`src/rtl/stp_pkg.sv`:
```
// ----------------------------------------------------------------------------
// Three-pass round trip package
// Shared types and codes of the three-pass exchange block.
// ----------------------------------------------------------------------------
`default_nettype none

package stp_pkg;

  // Configuration register indexes.
  localparam logic [1:0] REG_MODULUS = 2'd0;
  localparam logic [1:0] REG_KEY_A   = 2'd1;
  localparam logic [1:0] REG_KEY_B   = 2'd2;

  // Status codes of a result.
  localparam logic [1:0] ST_OK    = 2'd0;
  localparam logic [1:0] ST_BAD_A = 2'd1;
  localparam logic [1:0] ST_BAD_B = 2'd2;

  // Handshake between the sequencer and an iterative unit.
  typedef struct packed {
    logic busy;
    logic done;
  } unit_sts_t;

  // Sequencer states.
  typedef enum logic [13:0] {
    S_IDLE      = 14'b00000000000001,
    S_INV_RED   = 14'b00000000000010,
    S_INV_RED_W = 14'b00000000000100,
    S_INV_CHK   = 14'b00000000001000,
    S_INV_DIV_W = 14'b00000000010000,
    S_INV_MUL   = 14'b00000000100000,
    S_INV_MUL_W = 14'b00000001000000,
    S_EXP_RED   = 14'b00000010000000,
    S_EXP_RED_W = 14'b00000100000000,
    S_EXP_CHK   = 14'b00001000000000,
    S_EXP_MUL_W = 14'b00010000000000,
    S_EXP_SQR   = 14'b00100000000000,
    S_EXP_SQR_W = 14'b01000000000000,
    S_OUT       = 14'b10000000000000
  } state_e;

endpackage

`default_nettype wire

```
`src/rtl/stp_if.sv`:
```
// ----------------------------------------------------------------------------
// Three-pass round trip channels
// Valid/ready channels for the message beat and the result beat.
// ----------------------------------------------------------------------------
`default_nettype none

interface stp_in_if #(
  parameter int WORD_BITS = 31
);
  logic                 valid;
  logic                 ready;
  logic [WORD_BITS-1:0] message;

  modport source (output valid, output message, input ready);
  modport sink (input valid, input message, output ready);
endinterface

interface stp_out_if #(
  parameter int WORD_BITS = 31
);
  logic                 valid;
  logic                 ready;
  logic [WORD_BITS-1:0] pass_one;
  logic [WORD_BITS-1:0] pass_two;
  logic [WORD_BITS-1:0] pass_three;
  logic [WORD_BITS-1:0] recovered;
  logic [WORD_BITS-1:0] inverse_a;
  logic [WORD_BITS-1:0] inverse_b;
  logic                 matched;
  logic [1:0]           status;

  modport source (output valid, output pass_one, output pass_two, output pass_three,
                  output recovered, output inverse_a, output inverse_b,
                  output matched, output status, input ready);
  modport sink (input valid, input pass_one, input pass_two, input pass_three,
                input recovered, input inverse_a, input inverse_b,
                input matched, input status, output ready);
endinterface

`default_nettype wire

```
`src/rtl/stp_mulmod.sv`:
```
// ----------------------------------------------------------------------------
// Shift-add modular multiplier
// Computes a * b mod m one multiplier bit per cycle, MSB first; b must be below m.
// ----------------------------------------------------------------------------
`default_nettype none

module stp_mulmod import stp_pkg::*; #(
  parameter int WORD_BITS = 31
) (
  input  wire logic                 clk_i,
  input  wire logic                 rst_ni,
  input  wire logic                 start_i,
  input  wire logic [WORD_BITS-1:0] a_i,
  input  wire logic [WORD_BITS-1:0] b_i,
  input  wire logic [WORD_BITS-1:0] m_i,
  output logic      [WORD_BITS-1:0] res_o,
  output unit_sts_t                 sts_o
);

  localparam int CW = $clog2(WORD_BITS + 1);
  localparam logic [CW-1:0] CNT_INIT = CW'(WORD_BITS);

  logic [WORD_BITS-1:0] a_q, b_q, m_q, acc_q, acc_d;
  logic [CW-1:0]        cnt_q;
  logic                 busy_q, done_q;
  logic [WORD_BITS:0]   dbl, sum;
  logic [WORD_BITS-1:0] red;

  // One step: double, reduce, add the multiplicand when the bit is set, reduce.
  always_comb begin
    dbl   = {acc_q, 1'b0};
    red   = (dbl >= {1'b0, m_q}) ? WORD_BITS'(dbl - {1'b0, m_q}) : dbl[WORD_BITS-1:0];
    sum   = {1'b0, red} + (a_q[WORD_BITS-1] ? {1'b0, b_q} : '0);
    acc_d = (sum >= {1'b0, m_q}) ? WORD_BITS'(sum - {1'b0, m_q}) : sum[WORD_BITS-1:0];
  end

  // Control of the iteration.
  always_ff @(posedge clk_i or negedge rst_ni) begin
    if (!rst_ni) begin
      busy_q <= 1'b0;
      done_q <= 1'b0;
      cnt_q  <= '0;
    end else begin
      done_q <= 1'b0;
      if (start_i) begin
        busy_q <= 1'b1;
        cnt_q  <= CNT_INIT;
      end else if (busy_q) begin
        cnt_q <= cnt_q - 1'b1;
        if (cnt_q == CW'(1)) begin
          busy_q <= 1'b0;
          done_q <= 1'b1;
        end
      end
    end
  end

  // Operand and accumulator registers.
  always_ff @(posedge clk_i) begin
    if (start_i) begin
      a_q   <= a_i;
      b_q   <= b_i;
      m_q   <= m_i;
      acc_q <= '0;
    end else if (busy_q) begin
      a_q   <= {a_q[WORD_BITS-2:0], 1'b0};
      acc_q <= acc_d;
    end
  end

  assign res_o = acc_q;
  assign sts_o = '{busy: busy_q, done: done_q};

endmodule

`default_nettype wire

```
`src/rtl/stp_divider.sv`:
```
// ----------------------------------------------------------------------------
// Restoring divider
// Unsigned quotient and remainder, one quotient bit per cycle; divisor nonzero.
// ----------------------------------------------------------------------------
`default_nettype none

module stp_divider import stp_pkg::*; #(
  parameter int WORD_BITS = 31
) (
  input  wire logic                 clk_i,
  input  wire logic                 rst_ni,
  input  wire logic                 start_i,
  input  wire logic [WORD_BITS-1:0] num_i,
  input  wire logic [WORD_BITS-1:0] den_i,
  output logic      [WORD_BITS-1:0] quo_o,
  output logic      [WORD_BITS-1:0] rem_o,
  output unit_sts_t                 sts_o
);

  localparam int CW = $clog2(WORD_BITS + 1);
  localparam logic [CW-1:0] CNT_INIT = CW'(WORD_BITS);

  logic [WORD_BITS-1:0] num_q, den_q, rem_q, rem_d;
  logic [CW-1:0]        cnt_q;
  logic                 busy_q, done_q, take;
  logic [WORD_BITS:0]   trial;

  // Bring down the next dividend bit and subtract when it fits.
  always_comb begin
    trial = {rem_q, num_q[WORD_BITS-1]};
    take  = trial >= {1'b0, den_q};
    rem_d = take ? WORD_BITS'(trial - {1'b0, den_q}) : trial[WORD_BITS-1:0];
  end

  // Control of the iteration.
  always_ff @(posedge clk_i or negedge rst_ni) begin
    if (!rst_ni) begin
      busy_q <= 1'b0;
      done_q <= 1'b0;
      cnt_q  <= '0;
    end else begin
      done_q <= 1'b0;
      if (start_i) begin
        busy_q <= 1'b1;
        cnt_q  <= CNT_INIT;
      end else if (busy_q) begin
        cnt_q <= cnt_q - 1'b1;
        if (cnt_q == CW'(1)) begin
          busy_q <= 1'b0;
          done_q <= 1'b1;
        end
      end
    end
  end

  // The dividend register collects quotient bits as it shifts out.
  always_ff @(posedge clk_i) begin
    if (start_i) begin
      num_q <= num_i;
      den_q <= den_i;
      rem_q <= '0;
    end else if (busy_q) begin
      num_q <= {num_q[WORD_BITS-2:0], take};
      rem_q <= rem_d;
    end
  end

  assign quo_o = num_q;
  assign rem_o = rem_q;
  assign sts_o = '{busy: busy_q, done: done_q};

endmodule

`default_nettype wire

```
`src/rtl/shamir_three_pass_round_trip.sv`:
```
// The block finds both key inverses, each by one reduction of the key and then
// extended Euclid steps of one division and one multiply each, then computes four
// powers of up to 2*WORD_BITS+1 multiplies each. It takes one message at a time; the
// shared shift-add multiplier and the divider serve every step. Reset clears the
// sequencer and loads modulus 3 and both keys 1.
// ----------------------------------------------------------------------------
// Shamir three-pass round trip
// Key inverses by extended Euclid, then the four modular powers of the exchange.
// ----------------------------------------------------------------------------
`default_nettype none

module shamir_three_pass_round_trip import stp_pkg::*; #(
  parameter int WORD_BITS = 31
) (
  input  wire logic                 clk_i,
  input  wire logic                 rst_ni,
  input  wire logic                 cfg_we_i,
  input  wire logic [1:0]           cfg_idx_i,
  input  wire logic [WORD_BITS-1:0] cfg_data_i,
  stp_in_if.sink                    in_i,
  stp_out_if.source                 out_o
);

  state_e state_q, state_d;

  logic [WORD_BITS-1:0] modulus_q, key_a_q, key_b_q;
  logic [WORD_BITS-1:0] p_q, n_q, msg_q;
  logic [WORD_BITS-1:0] r0_q, r1_q, t0_q, t1_q, q_q, tr_q;
  logic [WORD_BITS-1:0] inv_a_q, inv_b_q;
  logic [WORD_BITS-1:0] acc_q, base_q, exp_q;
  logic [WORD_BITS-1:0] x_q [4];
  logic [1:0]           phase_q, status_q;
  logic                 ksel_q;

  logic                 mm_start, dv_start;
  logic [WORD_BITS-1:0] mm_a, mm_b, mm_m, mm_res;
  logic [WORD_BITS-1:0] dv_num, dv_den, dv_quo, dv_rem;
  unit_sts_t            mm_sts, dv_sts;

  logic [WORD_BITS-1:0] p_in, key_sel, exp_sel, base_sel, t_new;
  logic                 out_free, err;

  localparam logic [WORD_BITS-1:0] ONE   = WORD_BITS'(1);
  localparam logic [WORD_BITS-1:0] THREE = WORD_BITS'(3);

  // Shared arithmetic units.
  stp_mulmod #(.WORD_BITS(WORD_BITS)) u_mulmod (
    .clk_i, .rst_ni, .start_i(mm_start), .a_i(mm_a), .b_i(mm_b), .m_i(mm_m),
    .res_o(mm_res), .sts_o(mm_sts)
  );

  stp_divider #(.WORD_BITS(WORD_BITS)) u_divider (
    .clk_i, .rst_ni, .start_i(dv_start), .num_i(dv_num), .den_i(dv_den),
    .quo_o(dv_quo), .rem_o(dv_rem), .sts_o(dv_sts)
  );

  // Operand selection.
  always_comb begin
    p_in     = (modulus_q < THREE) ? THREE : modulus_q;
    key_sel  = ksel_q ? key_b_q : key_a_q;
    base_sel = (phase_q == 2'd0) ? msg_q : x_q[phase_q - 2'd1];
    unique case (phase_q)
      2'd0:    exp_sel = key_a_q;
      2'd1:    exp_sel = key_b_q;
      2'd2:    exp_sel = inv_a_q;
      default: exp_sel = inv_b_q;
    endcase
    // New Bezout coefficient t0 - q*t1, kept modulo n.
    t_new    = (t0_q >= mm_res) ? t0_q - mm_res : t0_q + (n_q - mm_res);
    out_free = !out_o.valid || out_o.ready;
    err      = status_q != ST_OK;
  end

  // Sequencer next state and unit starts.
  always_comb begin
    state_d  = state_q;
    mm_start = 1'b0;
    mm_a     = base_q;
    mm_b     = base_q;
    mm_m     = p_q;
    dv_start = 1'b0;
    dv_num   = r0_q;
    dv_den   = r1_q;
    unique case (state_q)
      S_IDLE: begin
        if (in_i.valid) state_d = S_INV_RED;
      end
      S_INV_RED: begin
        dv_start = 1'b1;
        dv_num   = key_sel;
        dv_den   = n_q;
        state_d  = S_INV_RED_W;
      end
      S_INV_RED_W: begin
        if (dv_sts.done) state_d = S_INV_CHK;
      end
      S_INV_CHK: begin
        if (r1_q == '0) begin
          if (r0_q != ONE) state_d = S_OUT;
          else if (!ksel_q) state_d = S_INV_RED;
          else state_d = S_EXP_RED;
        end else begin
          dv_start = 1'b1;
          state_d  = S_INV_DIV_W;
        end
      end
      S_INV_DIV_W: begin
        if (dv_sts.done) state_d = S_INV_MUL;
      end
      S_INV_MUL: begin
        mm_start = 1'b1;
        mm_a     = q_q;
        mm_b     = t1_q;
        mm_m     = n_q;
        state_d  = S_INV_MUL_W;
      end
      S_INV_MUL_W: begin
        if (mm_sts.done) state_d = S_INV_CHK;
      end
      S_EXP_RED: begin
        // Reduce the base modulo p by multiplying it with one.
        mm_start = 1'b1;
        mm_a     = base_sel;
        mm_b     = ONE;
        state_d  = S_EXP_RED_W;
      end
      S_EXP_RED_W: begin
        if (mm_sts.done) state_d = S_EXP_CHK;
      end
      S_EXP_CHK: begin
        if (exp_q == '0) begin
          state_d = (phase_q == 2'd3) ? S_OUT : S_EXP_RED;
        end else if (exp_q[0]) begin
          mm_start = 1'b1;
          mm_a     = acc_q;
          state_d  = S_EXP_MUL_W;
        end else begin
          state_d = S_EXP_SQR;
        end
      end
      S_EXP_MUL_W: begin
        if (mm_sts.done) state_d = S_EXP_SQR;
      end
      S_EXP_SQR: begin
        mm_start = 1'b1;
        state_d  = S_EXP_SQR_W;
      end
      S_EXP_SQR_W: begin
        if (mm_sts.done) state_d = S_EXP_CHK;
      end
      S_OUT: begin
        if (out_free) state_d = S_IDLE;
      end
      default: state_d = S_IDLE;
    endcase
  end

  assign in_i.ready = state_q == S_IDLE;

  // Control registers and configuration.
  always_ff @(posedge clk_i or negedge rst_ni) begin
    if (!rst_ni) begin
      state_q     <= S_IDLE;
      modulus_q   <= THREE;
      key_a_q     <= ONE;
      key_b_q     <= ONE;
      out_o.valid <= 1'b0;
      ksel_q      <= 1'b0;
      phase_q     <= 2'd0;
      status_q    <= ST_OK;
    end else begin
      state_q <= state_d;
      if (cfg_we_i) begin
        unique case (cfg_idx_i)
          REG_MODULUS: modulus_q <= cfg_data_i;
          REG_KEY_A:   key_a_q   <= cfg_data_i;
          REG_KEY_B:   key_b_q   <= cfg_data_i;
          default:     ;
        endcase
      end
      if (state_q == S_OUT && out_free) out_o.valid <= 1'b1;
      else if (out_o.valid && out_o.ready) out_o.valid <= 1'b0;
      if (state_q == S_IDLE && in_i.valid) begin
        ksel_q   <= 1'b0;
        status_q <= ST_OK;
      end
      if (state_q == S_INV_CHK && r1_q == '0) begin
        if (r0_q != ONE) status_q <= ksel_q ? ST_BAD_B : ST_BAD_A;
        else if (!ksel_q) ksel_q <= 1'b1;
        else phase_q <= 2'd0;
      end
      if (state_q == S_EXP_CHK && exp_q == '0) phase_q <= phase_q + 2'd1;
    end
  end

  // Datapath registers.
  always_ff @(posedge clk_i) begin
    unique case (state_q)
      S_IDLE: begin
        if (in_i.valid) begin
          msg_q <= in_i.message;
          p_q   <= p_in;
          n_q   <= p_in - ONE;
        end
      end
      S_INV_RED_W: begin
        if (dv_sts.done) begin
          r0_q <= n_q;
          r1_q <= dv_rem;
          t0_q <= '0;
          t1_q <= ONE;
        end
      end
      S_INV_CHK: begin
        if (r1_q == '0 && r0_q == ONE) begin
          if (ksel_q) inv_b_q <= t0_q;
          else inv_a_q <= t0_q;
        end
      end
      S_INV_DIV_W: begin
        if (dv_sts.done) begin
          q_q  <= dv_quo;
          tr_q <= dv_rem;
        end
      end
      S_INV_MUL_W: begin
        if (mm_sts.done) begin
          r0_q <= r1_q;
          r1_q <= tr_q;
          t0_q <= t1_q;
          t1_q <= t_new;
        end
      end
      S_EXP_RED: begin
        acc_q <= ONE;
        exp_q <= exp_sel;
      end
      S_EXP_RED_W: begin
        if (mm_sts.done) base_q <= mm_res;
      end
      S_EXP_CHK: begin
        if (exp_q == '0) x_q[phase_q] <= acc_q;
      end
      S_EXP_MUL_W: begin
        if (mm_sts.done) acc_q <= mm_res;
      end
      S_EXP_SQR_W: begin
        if (mm_sts.done) begin
          base_q <= mm_res;
          exp_q  <= {1'b0, exp_q[WORD_BITS-1:1]};
        end
      end
      default: ;
    endcase
  end

  // Result register; a failed key gives zero in every field but the status.
  always_ff @(posedge clk_i) begin
    if (state_q == S_OUT && out_free) begin
      out_o.pass_one   <= err ? '0 : x_q[0];
      out_o.pass_two   <= err ? '0 : x_q[1];
      out_o.pass_three <= err ? '0 : x_q[2];
      out_o.recovered  <= err ? '0 : x_q[3];
      out_o.inverse_a  <= err ? '0 : inv_a_q;
      out_o.inverse_b  <= err ? '0 : inv_b_q;
      out_o.matched    <= !err && (x_q[3] == msg_q);
      out_o.status     <= status_q;
    end
  end

endmodule

`default_nettype wire

```
`src/flat_wrapper.sv`:
```
// flat-port wrapper written by rule: the top's interface ports become plain ports
module shamir_three_pass_round_trip_flat import stp_pkg::*;
#(
  parameter int WORD_BITS = 31
)
  (clk_i, rst_ni, cfg_we_i, cfg_idx_i, cfg_data_i, in_i_valid, in_i_message, in_i_ready, out_o_valid, out_o_pass_one, out_o_pass_two, out_o_pass_three, out_o_recovered, out_o_inverse_a, out_o_inverse_b, out_o_matched, out_o_status, out_o_ready);
  stp_in_if #(.WORD_BITS(WORD_BITS)) in_i_i ();
  stp_out_if #(.WORD_BITS(WORD_BITS)) out_o_i ();
  input  wire logic clk_i;
  input  wire logic rst_ni;
  input  wire logic cfg_we_i;
  input  wire logic [1:0] cfg_idx_i;
  input  wire logic [WORD_BITS-1:0] cfg_data_i;
  input wire logic [$bits(in_i_i.valid)-1:0] in_i_valid;
  input wire logic [$bits(in_i_i.message)-1:0] in_i_message;
  output wire logic [$bits(in_i_i.ready)-1:0] in_i_ready;
  output wire logic [$bits(out_o_i.valid)-1:0] out_o_valid;
  output wire logic [$bits(out_o_i.pass_one)-1:0] out_o_pass_one;
  output wire logic [$bits(out_o_i.pass_two)-1:0] out_o_pass_two;
  output wire logic [$bits(out_o_i.pass_three)-1:0] out_o_pass_three;
  output wire logic [$bits(out_o_i.recovered)-1:0] out_o_recovered;
  output wire logic [$bits(out_o_i.inverse_a)-1:0] out_o_inverse_a;
  output wire logic [$bits(out_o_i.inverse_b)-1:0] out_o_inverse_b;
  output wire logic [$bits(out_o_i.matched)-1:0] out_o_matched;
  output wire logic [$bits(out_o_i.status)-1:0] out_o_status;
  input wire logic [$bits(out_o_i.ready)-1:0] out_o_ready;
  assign in_i_i.valid = in_i_valid;
  assign in_i_i.message = in_i_message;
  assign in_i_ready = in_i_i.ready;
  assign out_o_valid = out_o_i.valid;
  assign out_o_pass_one = out_o_i.pass_one;
  assign out_o_pass_two = out_o_i.pass_two;
  assign out_o_pass_three = out_o_i.pass_three;
  assign out_o_recovered = out_o_i.recovered;
  assign out_o_inverse_a = out_o_i.inverse_a;
  assign out_o_inverse_b = out_o_i.inverse_b;
  assign out_o_matched = out_o_i.matched;
  assign out_o_status = out_o_i.status;
  assign out_o_i.ready = out_o_ready;
  shamir_three_pass_round_trip #(.WORD_BITS(WORD_BITS)) u_core (.clk_i(clk_i), .rst_ni(rst_ni), .cfg_we_i(cfg_we_i), .cfg_idx_i(cfg_idx_i), .cfg_data_i(cfg_data_i), .in_i(in_i_i), .out_o(out_o_i));
endmodule
```
`config.mk`:
```
export PLATFORM = sky130hd
export DESIGN_NAME = shamir_three_pass_round_trip_flat
export DESIGN_NICKNAME = d
export VERILOG_FILES = /design/src/rtl/stp_pkg.sv /design/src/rtl/stp_if.sv /design/src/rtl/stp_mulmod.sv /design/src/rtl/stp_divider.sv /design/src/rtl/shamir_three_pass_round_trip.sv /design/src/flat_wrapper.sv
export SDC_FILE = /design/constraint.sdc
export NUM_CORES = 2
export LEC_CHECK = 0
export ABC_AREA = 1
export BUFFER_PORTS_ARGS = -buffer_cell sky130_fd_sc_hd__buf_4
export CAP_MARGIN = 20
export CORE_UTILIZATION = 35
export DETAILED_ROUTE_END_ITERATION = 16
export HOLD_SLACK_MARGIN = 0.1
export PLACE_DENSITY_LB_ADDON = 0.1
export SETUP_SLACK_MARGIN = 0.1
export SYNTH_ARGS = -nofsm -noshare
export SYNTH_HDL_FRONTEND = slang
export SYNTH_HIERARCHICAL = 1
export SYNTH_SLANG_ARGS = --single-unit
```
`constraint.sdc`:
```
create_clock -name clk_i -period 13.7 [get_ports clk_i]
set_input_delay 2.055 -clock clk_i [delete_from_list [all_inputs] [get_ports clk_i]]
set_output_delay 2.055 -clock clk_i [all_outputs]
set_load 0.01 [all_outputs]
```
# After elaboration in Yosys (flattened, before gate mapping)
# Memories as Yosys holds them, arrays and structs flattened. A register that Yosys moved wholly into a read port is not among the register bits.
# Index checks and enable logic that the tools add are counted.
# op_classes
n_addsub,12
multipliers,0
n_div,0
order_cmp,5
n_eq_ne,33
shift,0
n_mux,88
bitwise,1
reduce_logical,38
# op_table
operator,count
$mux W31,27
$pmux W31 S2,7
$pmux W31 S3,2
$pmux W14 S13,1
$sub A31 B31 Y31,5
$mux W14,11
$ge A32 B31 Y1,3
$logic_not A31 Y1,2
$add A31 B31 Y32,1
$add A31 B31 Y31,1
$eq A31 B1 Y1 const B,1
$eq A31 B31 Y1,1
$ge A31 B31 Y1,1
$lt A31 B2 Y1 const B,1
$ne A31 B1 Y1 const B,1
$sub A31 B1 Y31 const B,1
$mux W1,24
$mux W5,4
$reduce_bool A2 Y1,9
$mux W2,8
$reduce_and A2 Y1,8
$eq A14 B1 Y1 const B,1
$eq A14 B10 Y1 const B,1
$eq A14 B11 Y1 const B,1
other kinds (31),55
# word_totals
regBits,874
latch_bits,0
mem_bits_rw,124
mem_bits_ro,0
in_bits,69
output_inout_bits,191
wordCells,218
mem_count,1
# memory_table
name,depth,word_bits,rd,rd_ports_with_merged_regs,wr,line,text
u_core.x_q,4,31,5,3,1,shamir_three_pass_round_trip.sv:31,logic [WORD_BITS-1:0] x_q [4];

# Longest topological paths before layout
# depth
depth_word,6
mapped_depth,40
depth_no_buf,39

# Modules after synthesis
# Netlist, hierarchy kept.
# modules_own_cells
mod,n_inst,cells_each,area_per_inst_um2,seq_area_each_um2
shamir_three_pass_round_trip,1,4348,41862.6,25265.5
stp_mulmod,1,1654,11304.6,3588.4
stp_divider,1,969,6732.7,2657.5

# Least setup slack after synthesis
# Ideal clock, no wire load.
# synth_path
kind,input-to-reg
start,input port out_o_ready
end,"register u_core.out_o.inverse_a[0], enable pin"
setup_time_ns,0.741
arrival_ns,9.898
required_time_ns,12.959
path_slack_ns,3.062
cell_stages,2
n_path_buf,0
path_cell_list,nor2_1 > nor2_1
# synth_via
elab_chain_len,2
# synth_lines
item,line,text
start: declaration,flat_wrapper.sv:26,input wire logic [$bits(out_o_i.ready)-1:0] out_o_ready;
$logic_or A1 B1 Y1,shamir_three_pass_round_trip.sv:70,out_free = !out_o.valid || out_o.ready;
$logic_and A1 B1 Y1,shamir_three_pass_round_trip.sv:259,if (state_q == S_OUT && out_free) begin
end signal: assignment,shamir_three_pass_round_trip.sv:264,out_o.inverse_a <= err ? '0 : inv_a_q;
end: declaration,stp_if.sv:33,"output recovered, output inverse_a, output inverse_b,"
# Every way passes these cells.
# A chain may end at the register's enable or synchronous reset.

# Worst setup path after layout
# layout_path
start,"register u_core.u_mulmod.acc_q[6], in the netlist u_core/u_mulmod/res_o[6]"
end,"register u_core.u_mulmod.acc_q[3], in the netlist u_core/u_mulmod/res_o[3]"
# layout_via
elab_chain_len,5
word_cells_on_any_way,7
classes_between,add/sub: 3; order compare: 2; mux: 2
# layout_lines
item,line,text
start: declaration,stp_mulmod.sv:23,"logic [WORD_BITS-1:0] a_q, b_q, m_q, acc_q, acc_d;"
start signal: assignment,stp_mulmod.sv:64,acc_q <= '0;
start signal: assignment,stp_mulmod.sv:67,acc_q <= acc_d;
$ge A32 B31 Y1 or $sub A31 B31 Y31 (tied branches),stp_mulmod.sv:32,"red = (dbl >= {1'b0, m_q}) ? WORD_BITS'(dbl - {1'b0, m_q}) : dbl[WORD_BITS-1:0];"
$mux W31 *,stp_mulmod.sv:32,
$add A31 B31 Y32 *,stp_mulmod.sv:33,"sum = {1'b0, red} + (a_q[WORD_BITS-1] ? {1'b0, b_q} : '0);"
$sub A31 B31 Y31 or $ge A32 B31 Y1 (tied branches),stp_mulmod.sv:34,"acc_d = (sum >= {1'b0, m_q}) ? WORD_BITS'(sum - {1'b0, m_q}) : sum[WORD_BITS-1:0];"
$mux W31 *,stp_mulmod.sv:34,
# Every way passes the cells marked *; elsewhere a longest branch is shown, timed or not.

==> results.sh <==
export IMPL_status="completed"
export IMPL_fillers=17200
export IMPL_skew_ns=0.0355
export IMPL_track_usage_pct=27.2
export IMPL_leakagePower_nw=30.6
export IMPL_r2r_slack_ns=6.03
export IMPL_ioPinCount=260
export IMPL_die_area_sq_mm=0.173
export IMPL_setup_slack_ns=6.03
export IMPL_worst_pin_slew_ns=1.12
export IMPL_power_switching_mw=4.75
export IMPL_fin_crit_ns=7.67
export IMPL_critical_path_arrival_ns=8.33
export IMPL_syn_avg_cell_area_sq_um=8.59
export IMPL_syn_cell_area_sq_mm=0.0599
export IMPL_pwr_share_comb_pct=34.1
export IMPL_cp_max_fo=31
export IMPL_gp_congestion=0.959
export IMPL_hold_viol=0
export IMPL_grt_start_max_net_pins=86
export IMPL_cp_data_required_time_ns=14.36
export IMPL_rr_worst_depth=31
export IMPL_drcViolationCount=0
export IMPL_setup_viol_count_final=0
export IMPL_crit_path_max_incr_delay_ns=0.73
export IMPL_overflow=0
export IMPL_ant_nets=0
export IMPL_place_hpwl_um=186000
export IMPL_drive_gt1_share_pct=9.26
export IMPL_synthCells=6969
export IMPL_antenna_found_initial=19
export IMPL_worstSetupPathType="reg2reg"
export IMPL_grt_pass1_vias=46600
export IMPL_die_h_um=416
export IMPL_power_mw=12.0
export IMPL_top_register="u_core/x_q"
export IMPL_htreeDepth=4
export IMPL_drt_wl_total_um=240000
export IMPL_clockRootBuffer="clkbuf_16"
export IMPL_powerDensity_mw_per_mm2=175
export IMPL_cp_num_buf_inv=4
export IMPL_slew_headroom_pct=25.0
export IMPL_clk_latency_ns=0.78
export IMPL_cts_resized=0
export IMPL_maxCapViolCount=0
export IMPL_vias=48900
export IMPL_coreArea_sq_mm=0.170
export IMPL_post_cts_setup_buffer_count=0
export IMPL_worstHoldStart="u_core/u_divider/quo_o[21]"
export IMPL_cts_made_buffers=131
export IMPL_finalCritPeriodShare_pct=56.0
export IMPL_cts_sinks=1091
export IMPL_cts_tree="yes"
export IMPL_crit_family="simple AND/OR/NAND/NOR gates"
export IMPL_intPower_mw=7.29
export IMPL_die_x_um=416
export IMPL_layout_nets=7495
export IMPL_largest_register_ff_count=124
export IMPL_crit_path_frequent_cell="nand2_1"
export IMPL_r2r_end="u_core/u_mulmod/res_o[3]"
export IMPL_startpoint="u_core/u_mulmod/res_o[6]"
export IMPL_clk_pin_slew_worst_paths_ns=0.06
export IMPL_cp_slowest_cell="inv_1"
export IMPL_grt_pass1_wl_um=338000
export IMPL_post_drt_wl_per_cell_um=25.2
export IMPL_min_delay_path_class="reg2reg"
export IMPL_clock_fmax_ghz=0.130
export IMPL_pre_cts_slack_ns=6.20
export IMPL_first_iter_violations=4860
export IMPL_hold_path_end="u_core/q_q[21]"
export IMPL_firstDrtPassIters=6
export IMPL_max_vdd_ir_drop_v=0.000187
export IMPL_timing_hold_ws_ns=0.455
export IMPL_port_buffers=259
export IMPL_reg2reg_from="u_core/u_mulmod/res_o[6]"
export IMPL_power_share_clock_pct=29.5
export IMPL_vias_per_cell=5.13
export IMPL_drv_slew=0
export IMPL_clockBufferDepth=3
export IMPL_tns_ns=0
export IMPL_crit_path_end_kind="flop"
export IMPL_rsz0062_at_grt="no"
export IMPL_row_count=151
export IMPL_area_delta_synth_final_pct=14.7
export IMPL_syn_nets=7268
export IMPL_sequentialPowerShare_pct=36.4
export IMPL_initial_core_util_pct=35.3
export IMPL_start_kind="flop"
export IMPL_synth_warnings=6
export IMPL_p_sw_share_pct=39.4
export IMPL_ctsHoldBuffers=0
export IMPL_min_path_cells=0
## cell usage in the layout (no fill, tap or decap), drive strengths merged, types with 9 or more instances in the layout
cell type / instances
nand2: 1884
nor2: 708
o21bai: 28
mux2i: 31
o22ai: 32
ha: 195
a21oi: 279
clkinv: 55
nor3: 43
xor2: 85
nor4: 32
fa: 35
and2: 9
o21ai: 530
buf: 331
nand4: 53
xnor2: 62
a221oi: 30
or2: 11
bufinv: 9
edfxtp: 902
a21o: 16
nand3b: 30
dfxtp: 62
o211ai: 25
nand3: 280
clkbuf: 170
diode: 13
inv: 1170
dfrtp: 122
mux2: 23
## per-stage QoR
step                      std cells  util [%]  cell area [sq um]
after floorplan                6969         -              59900
after global placement         9277      37.9              64200
after detailed placement       9280      37.9              64300
after CTS                      9521      40.5              68700
after global routing           9525      40.5              68700
final                          9535      40.5              68700
## worst max-delay path by stage
stage	endpoint	cells after the start	slack (ns)
after floorplan	u_core/out_o.inverse_a[0]	2	3.06
after global placement	u_core/u_mulmod/res_o[18]	31	6.28
after detailed placement	u_core/u_mulmod/res_o[18]	31	6.20
after CTS	u_core/u_mulmod/res_o[18]	31	6.13
after global routing	u_core/u_mulmod/res_o[18]	31	5.25
final	u_core/u_mulmod/res_o[3]	31	6.03
## layer usage
layer / wire length, um / vias up / track usage (%)
met3: 15400 / 259 / 4.01
met2: 106000 / 1741 / 41.8
met4: 8410 / 0 / 9.44
met5: 0 / - / 0
met1: 111000 / 23800 / 39.1
li1: - / 23100 / -
## area by class of cell
type / instances / area, sq um / share of cell area (%)
diodes: 13 / 32.5 / 0.0473
clock buffers: 170 / 3620 / 5.27
clock inverters: 71 / 773 / 1.13
inverters: 1169 / 4390 / 6.39
multi-input cells: 4472 / 23100 / 33.6
flip-flops and latches: 1091 / 31500 / 45.9
well taps: 2218 / 2780 / 4.04
repair buffers: 331 / 2520 / 3.67
## power by group through the flow
| stage | logic [mW] | registers [mW] | clock network (mW) |
|---|---|---|---|
| final | 4.10 | 4.38 | 3.56 |
| after global routing | 4.52 | 4.41 | 3.75 |
| after detailed placement | 4.02 | 4.44 | 0 |
| after global placement | 4.04 | 4.44 | 0 |
| after CTS | 4.04 | 4.38 | 3.63 |
| after floorplan | 2.62 | 4.28 | 0 |
(Power assumes the default switching activity.)
